`config.mk`:
```
export PLATFORM = sky130hd
export DESIGN_NAME = modbus_rtu_frame_checker_top
export DESIGN_NICKNAME = d
export VERILOG_FILES = /design/src/mbrtu_pkg.sv /design/src/mbrtu_in_stage.sv /design/src/mbrtu_frame_core.sv /design/src/mbrtu_out_stage.sv /design/src/modbus_rtu_frame_checker_top.sv
export SDC_FILE = /design/constraint.sdc
export NUM_CORES = 1
export LEC_CHECK = 0
export BUFFER_PORTS_ARGS = -buffer_cell sky130_fd_sc_hd__buf_2
export CORE_ASPECT_RATIO = 0.8
export CORE_MARGIN = 1
export CORE_UTILIZATION = 55
export CTS_BUF_LIST = sky130_fd_sc_hd__clkbuf_4
export DETAILED_ROUTE_END_ITERATION = 10
export MAX_ROUTING_LAYER = met4
export PLACE_DENSITY = 0.76
export SLEW_MARGIN = 20
export SYNTH_ARGS = -nofsm -noshare
export SYNTH_HDL_FRONTEND = slang
export SYNTH_SLANG_ARGS = --single-unit
```
`constraint.sdc`:
```
create_clock -name clk -period 5.8 [get_ports clk]
set_input_delay 0.58 -clock clk [delete_from_list [all_inputs] [get_ports clk]]
set_output_delay 0.58 -clock clk [all_outputs]
set_load 0.02 [all_outputs]
```
`src/mbrtu_pkg.sv`:
```
// shared types, constants and the byte-wide crc-16 update for the modbus rtu frame checker
// no dependencies; used by every module under src
package mbrtu_pkg;

  localparam int MAX_FRAME = 256;
  localparam int CNT_W     = $clog2(MAX_FRAME + 2);

  localparam logic [15:0] CRC_INIT = 16'hFFFF;
  localparam logic [15:0] CRC_POLY = 16'hA001;
  localparam logic [CNT_W-1:0] MIN_FRAME  = CNT_W'(4);
  localparam logic [CNT_W-1:0] MAX_LEN    = CNT_W'(MAX_FRAME);
  localparam logic [CNT_W-1:0] CNT_SAT    = CNT_W'(MAX_FRAME + 1);
  localparam logic [CNT_W-1:0] IDX_LAST   = CNT_W'(MAX_FRAME - 1);
  localparam logic [CNT_W-1:0] HDR_TRL    = CNT_W'(3);
  localparam logic [7:0] BROADCAST_ADDR   = 8'h00;
  localparam logic [7:0] SLAVE_ADDR_RST   = 8'h01;

  typedef struct packed {
    logic [7:0] rx_byte;
    logic       end_of_frame;
    logic       line_error;
  } in_item_t;

  typedef struct packed {
    logic [7:0]  data_byte;
    logic [7:0]  byte_index;
    logic        frame_done;
    logic        frame_valid;
    logic        for_this_slave;
    logic        is_broadcast;
    logic [7:0]  pdu_length;
    logic [15:0] bus_message_count;
    logic [15:0] bus_error_count;
    logic [15:0] slave_message_count;
    logic [15:0] no_response_count;
  } result_t;

  // reflected crc-16/modbus, one byte, lsb first
  function automatic logic [15:0] crc_byte(input logic [15:0] crc, input logic [7:0] b);
    logic [15:0] c;
    c = crc ^ {8'h00, b};
    for (int k = 0; k < 8; k++) begin
      c = c[0] ? ((c >> 1) ^ CRC_POLY) : (c >> 1);
    end
    return c;
  endfunction

endpackage

```
`src/mbrtu_in_stage.sv`:
```
// input register for received byte requests
// depends on mbrtu_pkg (in_item_t)
module mbrtu_in_stage (
  input  logic                 clk,
  input  logic                 rst_n,
  input  logic                 in_valid,
  output logic                 in_ready,
  input  logic [7:0]           in_rx_byte,
  input  logic                 in_end_of_frame,
  input  logic                 in_line_error,
  input  logic                 take,
  output logic                 item_valid,
  output mbrtu_pkg::in_item_t  item
);

  logic                valid_r;
  mbrtu_pkg::in_item_t item_r;

  // refill in the same cycle the held request moves on
  assign in_ready   = !valid_r || take;
  assign item_valid = valid_r;
  assign item       = item_r;

  always_ff @(posedge clk) begin
    if (!rst_n) begin
      valid_r <= 1'b0;
    end else if (in_ready) begin
      valid_r <= in_valid;
    end
  end

  always_ff @(posedge clk) begin
    if (in_valid && in_ready) begin
      item_r.rx_byte      <= in_rx_byte;
      item_r.end_of_frame <= in_end_of_frame;
      item_r.line_error   <= in_line_error;
    end
  end

endmodule

```
`src/mbrtu_frame_core.sv`:
```
// frame state, crc update, verdict and message counters for one byte a cycle while step is high
// depends on mbrtu_pkg (types, constants, crc_byte)
module mbrtu_frame_core (
  input  logic                 clk,
  input  logic                 rst_n,
  input  logic                 step,
  input  mbrtu_pkg::in_item_t  item,
  input  logic [7:0]           slave_address,
  output mbrtu_pkg::result_t   result
);

  logic [15:0]                  crc_r, crc_nxt;
  logic [mbrtu_pkg::CNT_W-1:0]  cnt_r, cnt_nxt;
  logic [7:0]                   addr_r, addr_nxt;
  logic                         err_r, err_nxt;
  logic [15:0]                  bus_msg_r, bus_msg_nxt;
  logic [15:0]                  bus_err_r, bus_err_nxt;
  logic [15:0]                  slv_msg_r, slv_msg_nxt;
  logic [15:0]                  no_rsp_r, no_rsp_nxt;
  logic [15:0]                  crc_upd;
  logic [mbrtu_pkg::CNT_W-1:0]  len;
  logic [mbrtu_pkg::CNT_W-1:0]  idx;
  logic [mbrtu_pkg::CNT_W-1:0]  pdu;
  logic [7:0]                   addr_cur;
  logic                         err_cur;
  logic                         valid;
  logic                         mine;
  logic                         bcast;

  always_comb begin
    addr_cur = (cnt_r == '0) ? item.rx_byte : addr_r;
    err_cur  = err_r || item.line_error;
    crc_upd  = mbrtu_pkg::crc_byte(crc_r, item.rx_byte);
    len      = (cnt_r < mbrtu_pkg::CNT_SAT) ? cnt_r + 1'b1 : cnt_r;
    idx      = (cnt_r > mbrtu_pkg::IDX_LAST) ? mbrtu_pkg::IDX_LAST : cnt_r;
    pdu      = len - mbrtu_pkg::HDR_TRL;

    valid = item.end_of_frame && (len >= mbrtu_pkg::MIN_FRAME) &&
            (len <= mbrtu_pkg::MAX_LEN) && !err_cur && (crc_upd == 16'h0000);
    mine  = valid && ((addr_cur == slave_address) ||
                      (addr_cur == mbrtu_pkg::BROADCAST_ADDR));
    bcast = mine && (addr_cur == mbrtu_pkg::BROADCAST_ADDR);

    bus_msg_nxt = bus_msg_r + {15'd0, valid};
    bus_err_nxt = bus_err_r + {15'd0, item.end_of_frame && !valid};
    slv_msg_nxt = slv_msg_r + {15'd0, mine};
    no_rsp_nxt  = no_rsp_r  + {15'd0, bcast};

    // last byte puts the frame state back to its idle values
    if (item.end_of_frame) begin
      crc_nxt  = mbrtu_pkg::CRC_INIT;
      cnt_nxt  = '0;
      addr_nxt = 8'h00;
      err_nxt  = 1'b0;
    end else begin
      crc_nxt  = crc_upd;
      cnt_nxt  = len;
      addr_nxt = addr_cur;
      err_nxt  = err_cur;
    end

    result.data_byte           = item.rx_byte;
    result.byte_index          = idx[7:0];
    result.frame_done          = item.end_of_frame;
    result.frame_valid         = valid;
    result.for_this_slave      = mine;
    result.is_broadcast        = bcast;
    result.pdu_length          = valid ? pdu[7:0] : 8'h00;
    result.bus_message_count   = bus_msg_nxt;
    result.bus_error_count     = bus_err_nxt;
    result.slave_message_count = slv_msg_nxt;
    result.no_response_count   = no_rsp_nxt;
  end

  always_ff @(posedge clk) begin
    if (!rst_n) begin
      crc_r     <= mbrtu_pkg::CRC_INIT;
      cnt_r     <= '0;
      addr_r    <= 8'h00;
      err_r     <= 1'b0;
      bus_msg_r <= 16'h0000;
      bus_err_r <= 16'h0000;
      slv_msg_r <= 16'h0000;
      no_rsp_r  <= 16'h0000;
    end else if (step) begin
      crc_r     <= crc_nxt;
      cnt_r     <= cnt_nxt;
      addr_r    <= addr_nxt;
      err_r     <= err_nxt;
      bus_msg_r <= bus_msg_nxt;
      bus_err_r <= bus_err_nxt;
      slv_msg_r <= slv_msg_nxt;
      no_rsp_r  <= no_rsp_nxt;
    end
  end

  a_cnt_bound: assert property (@(posedge clk) disable iff (!rst_n)
    cnt_r <= mbrtu_pkg::CNT_SAT)
    else $error("frame byte count beyond saturation");

  a_frame_clear: assert property (@(posedge clk) disable iff (!rst_n)
    step && item.end_of_frame |=> cnt_r == '0 && crc_r == mbrtu_pkg::CRC_INIT && !err_r)
    else $error("frame state not cleared after last byte");

  a_one_verdict: assert property (@(posedge clk) disable iff (!rst_n)
    step |=> (bus_msg_r - $past(bus_msg_r)) + (bus_err_r - $past(bus_err_r)) ==
             {15'd0, $past(item.end_of_frame)})
    else $error("frame verdict not counted exactly once");

  a_bcast_mine: assert property (@(posedge clk) disable iff (!rst_n)
    step && result.is_broadcast |-> result.for_this_slave && result.frame_valid)
    else $error("broadcast flagged on a frame not accepted");

endmodule

```
`src/mbrtu_out_stage.sv`:
```
// result register towards the receiver, holds its contents while stalled
// depends on mbrtu_pkg (result_t)
module mbrtu_out_stage (
  input  logic                clk,
  input  logic                rst_n,
  input  logic                load,
  input  mbrtu_pkg::result_t  result,
  output logic                space,
  output logic                out_valid,
  input  logic                out_ready,
  output logic [7:0]          out_data_byte,
  output logic [7:0]          out_byte_index,
  output logic                out_frame_done,
  output logic                out_frame_valid,
  output logic                out_for_this_slave,
  output logic                out_is_broadcast,
  output logic [7:0]          out_pdu_length,
  output logic [15:0]         out_bus_message_count,
  output logic [15:0]         out_bus_error_count,
  output logic [15:0]         out_slave_message_count,
  output logic [15:0]         out_no_response_count
);

  logic               valid_r;
  mbrtu_pkg::result_t res_r;

  assign space     = !valid_r || out_ready;
  assign out_valid = valid_r;

  always_ff @(posedge clk) begin
    if (!rst_n) begin
      valid_r <= 1'b0;
    end else if (space) begin
      valid_r <= load;
    end
  end

  always_ff @(posedge clk) begin
    if (load) begin
      res_r <= result;
    end
  end

  assign out_data_byte           = res_r.data_byte;
  assign out_byte_index          = res_r.byte_index;
  assign out_frame_done          = res_r.frame_done;
  assign out_frame_valid         = res_r.frame_valid;
  assign out_for_this_slave      = res_r.for_this_slave;
  assign out_is_broadcast        = res_r.is_broadcast;
  assign out_pdu_length          = res_r.pdu_length;
  assign out_bus_message_count   = res_r.bus_message_count;
  assign out_bus_error_count     = res_r.bus_error_count;
  assign out_slave_message_count = res_r.slave_message_count;
  assign out_no_response_count   = res_r.no_response_count;

endmodule

```
`src/modbus_rtu_frame_checker_top.sv`:
```
// modbus rtu receive frame checker: slave address register and the three pipeline parts
// depends on mbrtu_pkg, mbrtu_in_stage, mbrtu_frame_core, mbrtu_out_stage
//
// usage
// - in_* channel: one received byte per request, with end_of_frame on the last
//   byte of a frame and line_error for a receive fault on that byte
// - out_* channel: one result per byte; the byte echoed with its frame index,
//   and on the last byte the verdict (crc-16/modbus residue, length 4 to 256,
//   no line error), address match, pdu length; the four wrapping message
//   counters are given on every result
// - cfg_* channel: writes the own slave address, always ready; write it only
//   while no request is in flight
// - pipeline: a byte accepted into the input register is checked and put in
//   the result register when it moves on; one byte per cycle is sustained
//   while out_ready is high, set by the crc update between the input and
//   result registers
// - a stalled receiver holds the result register; an empty input register
//   takes at most one more request, then in_ready stays low until out_ready returns
// - reset clears frame state, counters and both register valid flags; slave address 1
module modbus_rtu_frame_checker_top (
  input  logic        clk,
  input  logic        rst_n,
  input  logic        cfg_valid,
  output logic        cfg_ready,
  input  logic [7:0]  cfg_data,
  input  logic        in_valid,
  output logic        in_ready,
  input  logic [7:0]  in_rx_byte,
  input  logic        in_end_of_frame,
  input  logic        in_line_error,
  output logic        out_valid,
  input  logic        out_ready,
  output logic [7:0]  out_data_byte,
  output logic [7:0]  out_byte_index,
  output logic        out_frame_done,
  output logic        out_frame_valid,
  output logic        out_for_this_slave,
  output logic        out_is_broadcast,
  output logic [7:0]  out_pdu_length,
  output logic [15:0] out_bus_message_count,
  output logic [15:0] out_bus_error_count,
  output logic [15:0] out_slave_message_count,
  output logic [15:0] out_no_response_count
);

  logic                cfg_write;
  logic [7:0]          slave_address_r;
  logic                item_valid;
  logic                space;
  logic                advance;
  mbrtu_pkg::in_item_t item;
  mbrtu_pkg::result_t  result;

  assign cfg_write = cfg_valid && cfg_ready;
  assign cfg_ready = 1'b1;
  assign advance   = item_valid && space;

  always_ff @(posedge clk) begin
    if (!rst_n) begin
      slave_address_r <= mbrtu_pkg::SLAVE_ADDR_RST;
    end else if (cfg_write) begin
      slave_address_r <= cfg_data;
    end
  end

  mbrtu_in_stage u_in (
    .clk             (clk),
    .rst_n           (rst_n),
    .in_valid        (in_valid),
    .in_ready        (in_ready),
    .in_rx_byte      (in_rx_byte),
    .in_end_of_frame (in_end_of_frame),
    .in_line_error   (in_line_error),
    .take            (advance),
    .item_valid      (item_valid),
    .item            (item)
  );

  mbrtu_frame_core u_core (
    .clk           (clk),
    .rst_n         (rst_n),
    .step          (advance),
    .item          (item),
    .slave_address (slave_address_r),
    .result        (result)
  );

  mbrtu_out_stage u_out (
    .clk                     (clk),
    .rst_n                   (rst_n),
    .load                    (advance),
    .result                  (result),
    .space                   (space),
    .out_valid               (out_valid),
    .out_ready               (out_ready),
    .out_data_byte           (out_data_byte),
    .out_byte_index          (out_byte_index),
    .out_frame_done          (out_frame_done),
    .out_frame_valid         (out_frame_valid),
    .out_for_this_slave      (out_for_this_slave),
    .out_is_broadcast        (out_is_broadcast),
    .out_pdu_length          (out_pdu_length),
    .out_bus_message_count   (out_bus_message_count),
    .out_bus_error_count     (out_bus_error_count),
    .out_slave_message_count (out_slave_message_count),
    .out_no_response_count   (out_no_response_count)
  );

endmodule
```
==> After elaboration in Yosys (flattened, before gate mapping) <==
Cells that the tools add are included.
Widths: inputs -> output; s select.
{ "totals": {"register_bits": 210, "input_bits": 23, "out_inout_bits": 95, "wordCells": 79} }
{ "classes": {"n_addsub": 6, "magnitude_cmp": 4, "eq_ne": 1, "muxes": 14, "bitwise": 9, "n_reduce_logical": 20} }
{ "op_table": {"columns": ["cell", "count"], "rows": [
  ["$mux 16", 9],
  ["$add 16x1->16", 4],
  ["$not 2->3", 8],
  ["$mux 9", 2],
  ["$logic_not 16->1", 1],
  ["$mux 8", 2],
  ["$xor 16x8->16", 1],
  ["$add 9x1->9 const B", 1],
  ["$ge 9x3->1 const B", 1],
  ["$gt 9x8->1 const B", 1],
  ["$le 9x9->1 const B", 1],
  ["$logic_and 1x1->1", 9],
  ["$logic_not 9->1", 1],
  ["$lt 9x9->1 const B", 1],
  ["$eq 8x8->1", 1],
  ["$logic_not 8->1", 1],
  ["$sub 8x2->8 const B", 1],
  ["$logic_not 1->1", 4],
  ["$logic_or 1x1->1", 4],
  ["$mux 1", 1]
]} }

==> Depth between registers and ports, before layout <==
{ "depth": {"ltp_word": 22, "ltp_mapped": 21, "mapped_depth_nobuf": 19} }

==> Cells and area by module <==
Synthesis repeated with hierarchy kept, for this count alone.
{ "hier_totals": {"hier_cells": 886, "hier_area_um2": 9671.8} }
{ "by_module_without_submodules": {"columns": ["mod", "instances", "cells_each", "area_each_um2", "seq_area_each_um2"], "rows": [
  ["mbrtu_frame_core", 1, 747, 6185.9, 1961.9],
  ["mbrtu_out_stage", 1, 96, 2811.4, 2782.7],
  ["mbrtu_in_stage", 1, 15, 357.8, 320.3],
  ["modbus_rtu_frame_checker_top", 1, 28, 316.6, 160.2]
]} }

==> Worst setup path after synthesis <==
No wires, ideal clock.
{ "synth_timing": {"path_kind": "register to register", "from": "reg u_in.item_r, in the netlist u_in.item[4]", "to": "reg u_core.slv_msg_r[14]", "setup_ns": 0.128, "arrival_time_ns": 4.602, "required_ns": 5.672, "setup_slack_ns": 1.070, "stages_incl_launch_ff": 21, "n_path_buf": 1, "period_less_slack_ns": 4.730, "cell_sequence": "edfxtp_1 xnor2_1 xor2_1 xor2_1 xnor2_1 ha_1 xnor2_1 nand3b_1 nor4_1 nand4_1 or3_1 buf_6 a22oi_4 ha_1 ha_1 nand3_1 or4_4 or2_2 nor3_1 xnor2_1 nor2_1"} }
{ "synth_lines": {"columns": ["element", "line", "source"], "rows": [
  ["from (decl)", "mbrtu_in_stage.sv:17", "mbrtu_pkg::in_item_t item_r;"],
  ["to (signal assigned)", "mbrtu_frame_core.sv:92", "slv_msg_r <= slv_msg_nxt;"],
  ["to (decl)", "mbrtu_frame_core.sv:18", "logic [15:0] slv_msg_r, slv_msg_nxt;"]
]} }

==> impl_results.md <==
* Final setup fails at 0
* DR WL/cell at roughly 15 um
* Synthesized area at 9235 um2
* Setup TNS at 0 ns
* DIE WIDTH at approximately 150 um
* Worst rel slew slack at 47.78%
* Async SR Flop Fraction at 0%
* Syn Area/Cell at approximately 11 um2
* Fmax at between 0.15 and 0.2 GHz
* Starting Density at around 57%
* Area grow syn2layout at 14.94%
* # DRC at 0
* Largest net degree at the start of global routing at 87
* Worst Hold Slack at ~0.12 ns
* LEAKAGE at roughly 4 nW
* EDFF count, synth at about 100
* Post-synth top flop: dfxtp_1
* DRT iter0 DRCs at 496
* Max-Cap Viols at 0
* Peak supply drop at 0.0001789 V
* Core Rows at just over 40
* RSZ-0062 raised after global routing: no
* Pwr Density at roughly 290 nW/um2
* Crit-path max FO at 5
* Crit end category: register
* First-pass GRT wire length at 31120 um
* Die ar. at 17320 um2
* Syn_nets at 911
* PortBufs at between 100 and 150
* Final Wtd Congestion at approximately 0.9
* Final Max Slew Viols at 0
* WS Path Type: reg -> reg
* Post-CTS Resized at 0
* Register bit count reported by yosys at 210
* Period Utilization, post-route at 91.22%
* ANT cells at 0
* Initial antenna violation count at 0
* First-pass iteration count of the detailed router at 6
* Minimum clock period at between 5 and 6 ns
* Outcome: complete, no violations
* Via count at ~6800
* Vias/cell at 5.382
* Clock buffer depth at 3
* Hold Crit Class: in -> reg
* Arr. time, crit path at around 5.8 ns
* Final nets at approximately 1000
* Die Span Y at about 120 um
* CTS tree: yes
* Post-detail-place hpwl at roughly 12000 um
* CP most frequent cell: xnor2_1
* Worst-Margin Slew at just under 0.8 ns
* CP max-delay cell: or4_4
* Seq/Total Area, Yosys at around 57%
* GRT overflow at 0
* Htree depth at 2
* Final ANT Viol Nets at 0
* Worst Path Buf+Inv at 0
* CP delay by family, top: simple AND/OR/NAND/NOR gates
* Startpoint Class: register
* Final clock skew at between 0.02 and 0.025 ns
* Reg area at approximately 5200 um2
* Clock-pin slew of the registers on the worst-case setup and hold paths at 0.07 ns
* Total wire length at 18940 um
* Fillers at 1324
* Number of top-level pins at roughly 120
* Post-cts hold buffer count at 0
* Final hold vios at 0
* Distinct cells, synth at between 60 and 70
* CP cell instances: xnor2_1, xor2_1, xor2_1, xnor2_1, ha_1, xnor2_1, nand3b_1, nor4_1, nand4_1, or3_1, a22oi_4, ha_1, ha_1, nand3_1, or4_4, or2_2, nor3_1, xnor2_1, nor2_1
* Gr usage total at a little under a quarter
* Total core area at around 16000 um2
* CTS Root Cell: clkbuf_4
* Clock sinks at 210
* Synth Instances at 873
* Vias in the first global route at approximately 6400
* Layout cells sized above 1 at between 20 and 25%
* Worst-Skew Late Latency at 0.63 ns
* Total CTS buffers at 50
* Multi-input logic area at approximately 3800 um2
* Critical Path Max Stage Delay at roughly 0.57 ns
* Post-CTS setup buffer count at 0
* Yosys warning total at 0
* Critical Path RT at ~6.3 ns
placed cells by master (no fill, tap or decap), types with 8 or more instances in the layout:
cell	Yosys	final
nor2_1	116	116
buf_2	7	116
dfxtp_1	108	108
edfxtp_1	102	102
nand2_1	83	83
clkbuf_4	0	77
xnor2_1	74	74
xor2_1	65	65
a21oi_1	36	36
o21ai_0	25	25
nand4_1	23	23
nand3_1	22	22
nor3_1	20	20
inv_1	17	16
ha_1	15	15
a22oi_1	14	14
or3_1	13	13
nor4_1	12	12
clkinv_1	1	11
and2_1	9	9
mux2i_1	9	9
o22ai_1	8	8
synth_stat cells (9+ instances only):
library cell | number | area, um2
or3_1 | 13 | 81.33
dfxtp_1 | 108 | 2162
o21ai_0 | 25 | 125.1
a22oi_1 | 14 | 105.1
inv_1 | 17 | 63.81
xor2_1 | 65 | 569.3
nand2_1 | 83 | 311.6
nand3_1 | 22 | 110.1
ha_1 | 15 | 187.7
edfxtp_1 | 102 | 3063
clkbuf_1 | 29 | 108.9
a21oi_1 | 36 | 180.2
xnor2_1 | 74 | 648.1
nand4_1 | 23 | 143.9
mux2i_1 | 9 | 90.09
nor3_1 | 20 | 100.1
nor2_1 | 116 | 435.4
nor4_1 | 12 | 75.07
and2_1 | 9 | 56.30
through the flow:
step | setup WS (ns) | cells | instance area, um2 | power [W] | utilization (%)
finish | 0.5093 | 1258 | 10620 | 0.003064 | 65.90
CTS | 0.4131 | 1257 | 10610 | 0.003096 | 65.85
global placement | 0.7023 | 1166 | 9948 | 0.001867 | 61.76
detailed placement | 0.4838 | 1166 | 9948 | 0.001871 | 61.76
floorplan | 1.070 | 873 | 9235 | 0.001806 | -
global route | 0.04197 | 1258 | 10620 | 0.003206 | 65.90
report_power, final:
| group | switching, W | internal (W) |
|---|---|---|
| registers | 0.0000251 | 0.00160 |
| logic | 0.000144 | 0.0000710 |
| clock network | 0.000576 | 0.000650 |
| total | 0.000745 | 0.00232 |
final timing paths:
check                                   startpoint                           endpoint  slack (ns)  cells after the start
setup / recovery            u_in.item[4]$_DFFE_PP_  u_core.slv_msg_r[14]$_SDFFE_PN0P_        0.51                     19
hold / removal                       in_rx_byte[4]             u_in.item[6]$_DFFE_PP_        0.12                      1
setup reg to reg            u_in.item[4]$_DFFE_PP_  u_core.slv_msg_r[14]$_SDFFE_PN0P_        0.51                     19
hold reg to reg   u_core.bus_msg_r[0]$_SDFFE_PN0P_   u_core.bus_msg_r[0]$_SDFFE_PN0P_        0.46                      2
final cells by class:
type                       instances  share of cell area, %
timing repair buffer             123                  5.964
tap                              215                  2.534
inverter                          19                 0.7190
clock inverter                    14                 0.7661
clock buffer                      77                  5.446
sequential                       210                  49.22
multi-input combinational        600                  35.35
metal layers:
metal	GRT usage [%]	vias to the layer above	wire (um)	part of all wire [%]
li1	-	3328	-	-
met1	31.96	3164	9086	48
met2	33.03	251	8195	43
met3	5.194	28	1378	7.3
met4	7.747	0	278	1.5
met5	-	-	0	0
registers in the layout, indices dropped and copies added, names as in the netlist, 8 cells and up:
| name | count |
|---|---|
| u_core.bus_err_r | 16 |
| u_core.bus_msg_r | 16 |
| u_core.crc_r | 16 |
| u_core.no_rsp_r | 16 |
| u_core.slv_msg_r | 16 |
| u_out.out_bus_error_count | 16 |
| u_out.out_bus_message_count | 16 |
| u_out.out_no_response_count | 16 |
| u_out.out_slave_message_count | 16 |
| u_in.item | 10 |
| u_core.cnt_r | 9 |
| slave_address_r | 8 |
| u_core.addr_r | 8 |
| u_out.out_byte_index | 8 |
| u_out.out_data_byte | 8 |
| u_out.out_pdu_length | 8 |
logic make-up (layout without fill, tap and decap cells):
group           count (synthesis)  count (layout)  share of synthesized area [%]
simple gates                  331             331                          17.11
flops                         210             210                          56.58
xor+xnor                      140             140                          13.36
compound gates                104             104                          7.086
buf+inv                        63             233                          2.818
fa+ha+maj                      15              15                          2.032
mux                             9               9                         0.9755
other cells                     1               1                        0.04061
(Power assumes the default switching activity.)
